$ cat config.mk
export PLATFORM = sky130hd
export DESIGN_NAME = imuaf_div
export DESIGN_NICKNAME = d
export VERILOG_FILES = /design/src/rtl/imuaf_pkg.sv /design/src/rtl/imuaf_div.sv
export SDC_FILE = /design/constraint.sdc
export NUM_CORES = 2
export LEC_CHECK = 0
export ABC_AREA = 1
export BUFFER_PORTS_ARGS = -buffer_cell sky130_fd_sc_hd__buf_2
export CORE_MARGIN = 2
export CORE_UTILIZATION = 45
export DETAILED_ROUTE_END_ITERATION = 10
export PLACE_DENSITY_LB_ADDON = 0.05
export SLEW_MARGIN = 40
export SYNTH_ARGS = -nofsm -noshare
export SYNTH_HDL_FRONTEND = slang
export SYNTH_SLANG_ARGS = --single-unit
$ cat constraint.sdc
create_clock -name clk -period 18.2 [get_ports clk]
set_input_delay 1.82 -clock clk [delete_from_list [all_inputs] [get_ports clk]]
set_output_delay 1.82 -clock clk [all_outputs]
set_load 0.1 [all_outputs]
$ cat src/rtl/imuaf_pkg.sv
// shared types, constants and the arctangent table for the attitude filter
package imuaf_pkg;

  localparam int CORDIC_STEPS_DEF = 16;
  localparam int ANGLE_FRAC_DEF   = 8;
  localparam int ZFRAC            = 16;
  localparam int TABLE_LEN        = 24;
  localparam int TBL_IDX_W        = 5;
  localparam int XY_W             = 28;
  localparam int Z_W              = 26;
  localparam int DEN_W            = 26;
  localparam int BEAT_W           = 21;
  localparam int OUT_ANG_W        = 19;

  localparam logic [DEN_W-1:0] GYRO_DIV  = 26'd65535000;
  localparam logic [DEN_W-1:0] GYRO_HALF = 26'd32767500;
  localparam logic [DEN_W-1:0] FUSE_DIV  = 26'd50;
  localparam logic [DEN_W-1:0] FUSE_HALF = 26'd25;
  localparam logic [7:0]       SPACE_KEY = 8'd32;
  localparam logic [BEAT_W-1:0] BEAT_MAX = 21'h1fffff;
  localparam logic signed [OUT_ANG_W-1:0] SAT_MAX = 19'sh3ffff;
  localparam logic signed [OUT_ANG_W-1:0] SAT_MIN = -19'sh40000;
  localparam logic signed [Z_W-1:0] Z_QUARTER = 26'sd5898240;

  typedef enum logic [2:0] {
    CFG_GYRO_X_OFF  = 3'd0,
    CFG_GYRO_Y_OFF  = 3'd1,
    CFG_GYRO_Z_OFF  = 3'd2,
    CFG_ROLL_OFF    = 3'd3,
    CFG_PITCH_OFF   = 3'd4,
    CFG_ANGLE_LIM   = 3'd5,
    CFG_RATE_LIM    = 3'd6,
    CFG_BEAT_TMO    = 3'd7
  } cfg_idx_t;

  typedef enum logic [1:0] {
    CAUSE_NONE  = 2'd0,
    CAUSE_KEY   = 2'd1,
    CAUSE_ANGLE = 2'd2,
    CAUSE_RATE  = 2'd3
  } cause_t;

  typedef enum logic [2:0] {
    S_IDLE,
    S_PITCH,
    S_ROLL,
    S_DELTA_R,
    S_DELTA_P,
    S_FUSE_R,
    S_FUSE_P,
    S_CHECK
  } state_t;

  // atan(2^-i) in degrees, 16 fractional bits
  function automatic logic signed [Z_W-1:0] atan_deg(input logic [TBL_IDX_W-1:0] idx);
    logic signed [Z_W-1:0] v;
    unique case (idx)
      5'd0:  v = 26'sd2949120;
      5'd1:  v = 26'sd1740967;
      5'd2:  v = 26'sd919879;
      5'd3:  v = 26'sd466945;
      5'd4:  v = 26'sd234379;
      5'd5:  v = 26'sd117304;
      5'd6:  v = 26'sd58666;
      5'd7:  v = 26'sd29335;
      5'd8:  v = 26'sd14668;
      5'd9:  v = 26'sd7334;
      5'd10: v = 26'sd3667;
      5'd11: v = 26'sd1833;
      5'd12: v = 26'sd917;
      5'd13: v = 26'sd458;
      5'd14: v = 26'sd229;
      5'd15: v = 26'sd115;
      5'd16: v = 26'sd57;
      5'd17: v = 26'sd29;
      5'd18: v = 26'sd14;
      5'd19: v = 26'sd7;
      5'd20: v = 26'sd4;
      5'd21: v = 26'sd2;
      5'd22: v = 26'sd1;
      default: v = '0;
    endcase
    return v;
  endfunction

endpackage

$ cat src/rtl/imuaf_div.sv
// constant divider by reciprocal multiplication and one correction step, shared multiplier
module imuaf_div import imuaf_pkg::*; #(
  parameter int NUM_W = 46
) (
  input  logic             clk,
  input  logic             rst_n,
  input  logic             start,
  input  logic [NUM_W-1:0] num,
  input  logic             sel_fuse,
  output logic             done,
  output logic [NUM_W-1:0] quot
);

  localparam int SHR = NUM_W - 30;
  localparam logic [31:0] GYRO_RECIP = 32'((64'd1 << (32 + SHR)) / 64'(GYRO_DIV));
  localparam logic [31:0] FUSE_RECIP = 32'((64'd1 << 36) / 64'(FUSE_DIV));

  logic [NUM_W-1:0] n_r, q_r, rem_r, rem_nxt;
  logic             fuse_r;
  logic [1:0]       ph_r;
  logic             run_r, done_r;
  logic [31:0]      mul_a, mul_b, q0_r;
  logic [63:0]      mul_p;
  logic [DEN_W-1:0] den;

  // first pass estimates the quotient from below, second pass forms the remainder
  always_comb begin
    den = fuse_r ? FUSE_DIV : GYRO_DIV;
    if (ph_r == 2'd0) begin
      mul_a = fuse_r ? n_r[31:0] : 32'(n_r >> SHR);
      mul_b = fuse_r ? FUSE_RECIP : GYRO_RECIP;
    end else begin
      mul_a = q0_r;
      mul_b = 32'(den);
    end
    mul_p   = mul_a * mul_b;
    rem_nxt = n_r - NUM_W'(mul_p);
  end

  always_ff @(posedge clk) begin
    if (!rst_n) begin
      run_r  <= 1'b0;
      done_r <= 1'b0;
      ph_r   <= '0;
    end else begin
      done_r <= 1'b0;
      if (start) begin
        run_r <= 1'b1;
        ph_r  <= '0;
      end else if (run_r) begin
        ph_r <= ph_r + 2'd1;
        if (ph_r == 2'd2) begin
          run_r  <= 1'b0;
          done_r <= 1'b1;
        end
      end
    end
  end

  always_ff @(posedge clk) begin
    if (start) begin
      n_r    <= num;
      fuse_r <= sel_fuse;
    end else if (run_r) begin
      unique case (ph_r)
        2'd0: q0_r <= fuse_r ? 32'(mul_p >> 36) : mul_p[63:32];
        2'd1: rem_r <= rem_nxt;
        default: q_r <= (rem_r >= NUM_W'(den)) ? NUM_W'(q0_r) + 1'b1 : NUM_W'(q0_r);
      endcase
    end
  end

  assign done = done_r;
  assign quot = q_r;

endmodule

=== Yosys cells after proc, flatten, opt, wreduce, memory -nomap -nowiden ===
Cells that the tools add are included.
W data, S select, Z words.

* Add/subtract/negate cells: 3
* $mul: 1
* Divide/modulo/power cells: 0
* Magnitude comparators: 1
* Eq/ne operators: 2
* Shift-type cells: 0
* Multiplexer cells: 11
* Bitwise operators: 4
* Reduce and logical (&&, ||, !) cells: 7

{| class="wikitable"
|+ Operators with widths
! kind !! number
|-
| $mux W32 || 3
|-
| $mul A32 B31 Y63 || 1
|-
| $mux W31 || 2
|-
| $ge A46 B26 Y1 || 1
|-
| $sub A46 B46 Y46 || 1
|-
| $add A32 B1 Y33 const B || 1
|-
| $mux W28 || 1
|-
| $mux W26 || 1
|-
| $reduce_and A3 Y1 || 3
|-
| $mux W1 || 4
|-
| $not A1 Y1 || 4
|-
| $reduce_or A2 Y1 || 2
|-
| $reduce_or A3 Y1 || 1
|-
| $add A2 B1 Y2 const B || 1
|-
| $eq A2 B1 Y1 const B || 1
|-
| $eq A2 B2 Y1 const B || 1
|-
| $logic_not A2 Y1 || 1
|}

* Flip-flop bits (word level): 162
* Bits in latches: 0
* RAM bits: 0
* Bits in read-only memories: 0
* Bits of input ports: 50
* Output and inout bits: 47
* Word-level logic and storage cells: 39
* Memories kept: 0

=== Longest topological paths before layout ===
* Depth after elaboration: 4
* Depth in mapped cells: 53
* Gate-level depth less buffers: 51

=== Worst setup path before layout ===
No wires, ideal clock.

* Kind: register to register
* Start: reg fuse_r
* End: reg rem_r[37] (data pin)
* Setup time: 0.258 ns
* Arrival: 9.597 ns
* Data required time: 17.942 ns
* Setup slack: 8.345 ns
* Stages on the path, launching flop included: 43
* Buffers on the path: 6
* Clock period less this slack: 9.855 ns
* Cells stage by stage: edfxtp_1 -> buf_2 -> inv_1 -> clkbuf_1 -> clkbuf_1 -> clkbuf_1 -> ha_1 -> inv_1 -> nand2_1 -> clkbuf_1 -> clkbuf_1 -> nand2_1 -> inv_1 -> fa_1 -> inv_1 -> fa_1 -> fa_1 -> fa_1 -> [7 not listed] -> ha_1 -> nand2_1 -> inv_1 -> a21oi_1 -> nand2_1 -> a31oi_1 -> xor2_1 -> ha_1 -> nand2_1 -> nor2_1 -> inv_1 -> nor2_1 -> nand3_1 -> o21ai_0 -> nand3_1 -> nor2_2 -> nor2_2 -> xor2_1

* Word-level cells in the longest chain between the ends: 4
* Elaborated cells on any way between the ends: 7
* Classes of those cells: add/sub: 1; mul: 1; mux: 5

{| class="wikitable"
|+ RTL lines
! item !! RTL line !! text
|-
| from (decl) || imuaf_div.sv:19 || <nowiki>logic fuse_r;</nowiki>
|-
| from (signal assigned) || imuaf_div.sv:63 || <nowiki>fuse_r <= sel_fuse;</nowiki>
|-
| $mux W32, or another cell as far along || imuaf_div.sv:30 || <nowiki>mul_a = fuse_r ? n_r[31:0] : 32'(n_r >> SHR);</nowiki>
|-
| $mux W32 or $mux W31 (tied branches) || imuaf_div.sv:29 || <nowiki>if (ph_r == 2'd0) begin</nowiki>
|-
| $mul A32 B31 Y63 (*) || imuaf_div.sv:36 || <nowiki>mul_p = mul_a * mul_b;</nowiki>
|-
| $sub A46 B46 Y46 (*) || imuaf_div.sv:37 || <nowiki>rem_nxt = n_r - NUM_W'(mul_p);</nowiki>
|-
| named net rem_nxt[37] || imuaf_div.sv:18 || <nowiki>logic [NUM_W-1:0] n_r, q_r, rem_r, rem_nxt;</nowiki>
|-
| to (signal assigned) || imuaf_div.sv:67 || <nowiki>2'd1: rem_r <= rem_nxt;</nowiki>
|-
| to (decl) || imuaf_div.sv:18 ||
|}

The timed path passes the listed nets; every way through them passes the cells marked *.
A chain may end at the register's enable or synchronous reset.

=== Final worst setup path ===
* Start: reg ph_r[0]
* End: reg rem_r[37] (data pin)

* Word-level cells in the longest chain between the ends: 4
* Elaborated cells on any way between the ends: 5
* Classes of those cells: add/sub: 1; mul: 1; mux: 2; reduce/logical: 1

{| class="wikitable"
|+ RTL lines
! item !! RTL line !! text
|-
| from (decl) || imuaf_div.sv:20 || <nowiki>logic [1:0] ph_r;</nowiki>
|-
| from (signal assigned) || imuaf_div.sv:51 || <nowiki>ph_r <= ph_r + 2'd1;</nowiki>
|-
| $logic_not A2 Y1 (*) || imuaf_div.sv:29 ||
|-
| $mux W32 or $mux W31 (tied branches) || imuaf_div.sv:29 ||
|-
| $mul A32 B31 Y63 (*) || imuaf_div.sv:36 ||
|-
| $sub A46 B46 Y46 (*) || imuaf_div.sv:37 ||
|-
| named net rem_nxt[37] || imuaf_div.sv:18 ||
|}

Marked as above.

==> impl_metrics.csv <==
group,metric,value,unit
run_status,run_status,"complete, no violations",
route,drc,0,
cts,cts.path.max_buffers,2,
route,detailedRoute.firstPassIterationCount,6,
yosys,synthFlopType,"edfxtp_1",
sta,maxClockFrequency,0.0840,GHz
yosys,number_of_enable_flip_flop_cells_after_synthesis,156,
global_routing,grt_use_total,31.2,%
cts,clock_sinks,160,
min_path,timing.hold.worst.class,"flop to flop",
yosys,synth-async-reset-ratio,0,%
sta,finalSetupViolations,0,
route,top_layer_used,"met4",
sta,hold_viol_final,0,
yosys,synth.avg_cell_area,8.54,um2
final_layout,area_growth,6.36,%
placed_design,place_worst_setup_slack,6.54,ns
cts,clock-root-buffer,"clkbuf_16",
route,wl_met1,53900,um
floorplanning,floorplan.rows,104,
cts,cts_tree,"built",
yosys,yosysTopAreaCell,"fa_1",
sta,fin_worst_hold_slack,0.493,ns
sta,timing.setup.tns,0,ns
floorplanning,coreArea,0.0802,mm2
yosys,ys_types,55,
setup_path,critPathArrivalTime,12.11,ns
placed_design,dp_hpwl,112000,um
global_routing,grt_first_pass_wirelength,187000,um
placed_design,place.port_buffers,82,
placed_design,gp_routability_congestion,0.972,
setup_path,setup.worst_path.start_class,"flop",
sta,timing.final.crit_share,65.4,%
cts,cts_hold_buf,0,
setup_path,cpPeakStageDelay,0.65,ns
yosys,post-synth-top-count-cell,"inv_1",
sta,post_layout_min_period,11.90,ns
floorplanning,width_of_the_chip,288,um
route,routed_via_density,5.02,
sta,grt_setup_unrepaired,"false",
setup_path,critical_path_peak_fanout,31,
floorplanning,boundaryPins,97,
cts,cts_htree_levels,4,
global_routing,number_of_global_route_vias_before_repair,28933,
cts,cts_resized,0,
sta,worst_clock_skew,0.0175,ns
cts,worst_setup_hold_path_clk_slew,0.07,ns
floorplanning,initial_core_utilization,45.2,%
route,routed_wirelength,124000,um
yosys,synth_top_cells_by_area,"fa_1, ha_1, inv_1, edfxtp_1, nand2_1",
cts,clock_latency,0.45,ns
yosys,synth.cell_area,0.0362,mm2
yosys,syn-instance-count,4241,
final_layout,antenna_cells_inserted,0,
final_layout,layout_nets,5467,
route,vias,27123,
setup_path,critPathKind,"flop to flop",
setup_path,cp_top_delay_family,"adder cells",
global_routing,grt_remaining_overflow,0,
setup_path,timing.critical_path.to_type,"flop",
final_layout,post_route_cells_drive_above_1_share,5.58,%
cts,post_cts_buffers,0,
global_routing,grt_max_degree,57,
route,dr.first_iter.drc_count,1863,
sta,actual_transition_at_the_worst_max_transition_pin,0.873,ns
yosys,leading_post_synthesis_cells_by_instance_count,"inv_1, nand2_1, fa_1",
setup_path,crit_top_cell,"inv_1",
sta,timing_max_transition_violations_final,0,
route,met2_wirelength,60000,um
route,met3RoutedLength,5400,um
sta,max-slew-margin-rel,41.6,%
floorplanning,floorplan.die.height,288,um
final_layout,fin_util,48.1,%
setup_path,worst-endpoint-required,18.41,ns
setup_path,critical_path.slowest_cell,"o21ai_0",
yosys,sequential_area_share_after_synthesis,13.2,%
setup_path,timing.critical_path.buf_inv,12,
route,routed_wire_length_per_instance,22.9,um
yosys,synth.yosys.warnings,0,
route,antenna_left,0,
sta,final_critical_path_setup_slack,6.30,ns
yosys,ys_ff_latch,160,
floorplanning,die_area,0.0828,mm2
run,cap_violations,0,
global_routing,grt_antenna_before_repair,1,
yosys,synthDominantCellAreaShare,34.4,%
cts,cts-buffers-inserted,17,
[registers in the layout, indices dropped and copies added, names as in the netlist]
register / count
ph_r: 2
n_r: 46
q0_r: 31
quot: 32
run_r: 1
fuse_r: 1
done: 1
rem_r: 46
[routing by layer]
layer  up-vias  GRT usage, %
li1      12797             -
met1     13467          41.5
met2       715          53.6
met3       144          3.09
met4         0          9.72
met5         -             0
[worst min-delay path: stages (launching register included)]
cell and delay, ns:
dfxtp_1 0.33, nand2_1 0.07, a21oi_1 0.05
[placed cells by master, fill, tap and decap left out, types with 5 or more instances in the layout]
master,n
a21o_1,9
a21oi_1,118
a31oi_1,12
buf_2,82
buf_4,23
clkbuf_16,17
conb_1,17
edfxtp_1,156
fa_1,622
ha_1,469
inv_1,1272
inv_2,9
nand2_1,745
nand2_2,28
nand2_4,7
nand3_1,104
nand3_2,11
nand4_1,19
nor2_1,226
nor2_2,21
nor3_1,26
nor4_1,8
o21a_1,5
o21ai_0,81
o21ai_1,21
o21bai_1,19
o21bai_2,6
or2_1,5
xnor2_1,50
xor2_1,83
[metrics by stage]
| step | cells | cell area [um2] |
|---|---|---|
| 3_5_place_dp | 5367 | 38000 |
| 4_1_cts | 5399 | 38500 |
| 6_report | 5399 | 38500 |
| 3_3_place_gp | 5367 | 37900 |
| 5_1_grt | 5399 | 38500 |
| 2_1_floorplan | 4257 | 36300 |
[area by class of cell]
type,instances,area [um2]
timing repair buffer,105,583
inverter,1281,4810
fill,8052,41600
clock buffer,18,429
tap,1060,1330
multi-input combinational,2761,26500
clock inverter,14,144
sequential,160,4760
[kinds of logic (layout without fill, tap and decap cells)]
group                    Yosys count  after routing  synth area share, %
AO/OA/AOI/OAI                    299            299                 4.78
flip-flops                       160            160                 13.2
AND/OR/NAND/NOR                 1219           1219                 14.2
adder cells (fa/ha/maj)         1091           1091                 50.6
buffers and inverters           1336           1418                 14.0
multiplexers                       2              2               0.0553
other                              1             17               0.0103
XOR/XNOR                         133            133                 3.22
[final timing paths]
check / startpoint / to / slack (ns) / cells after the start
worst min register to register: ph_r[0] / ph_r[0] / 0.49 / 2
worst max-delay path: ph_r[0] / rem_r[37] / 6.30 / 42
worst max register to register: ph_r[0] / rem_r[37] / 6.30 / 42
worst min-delay path: ph_r[0] / ph_r[0] / 0.49 / 2
Power is not shown: default switching activity piles up to over one toggle a cycle in this logic, so the estimate is an artifact.
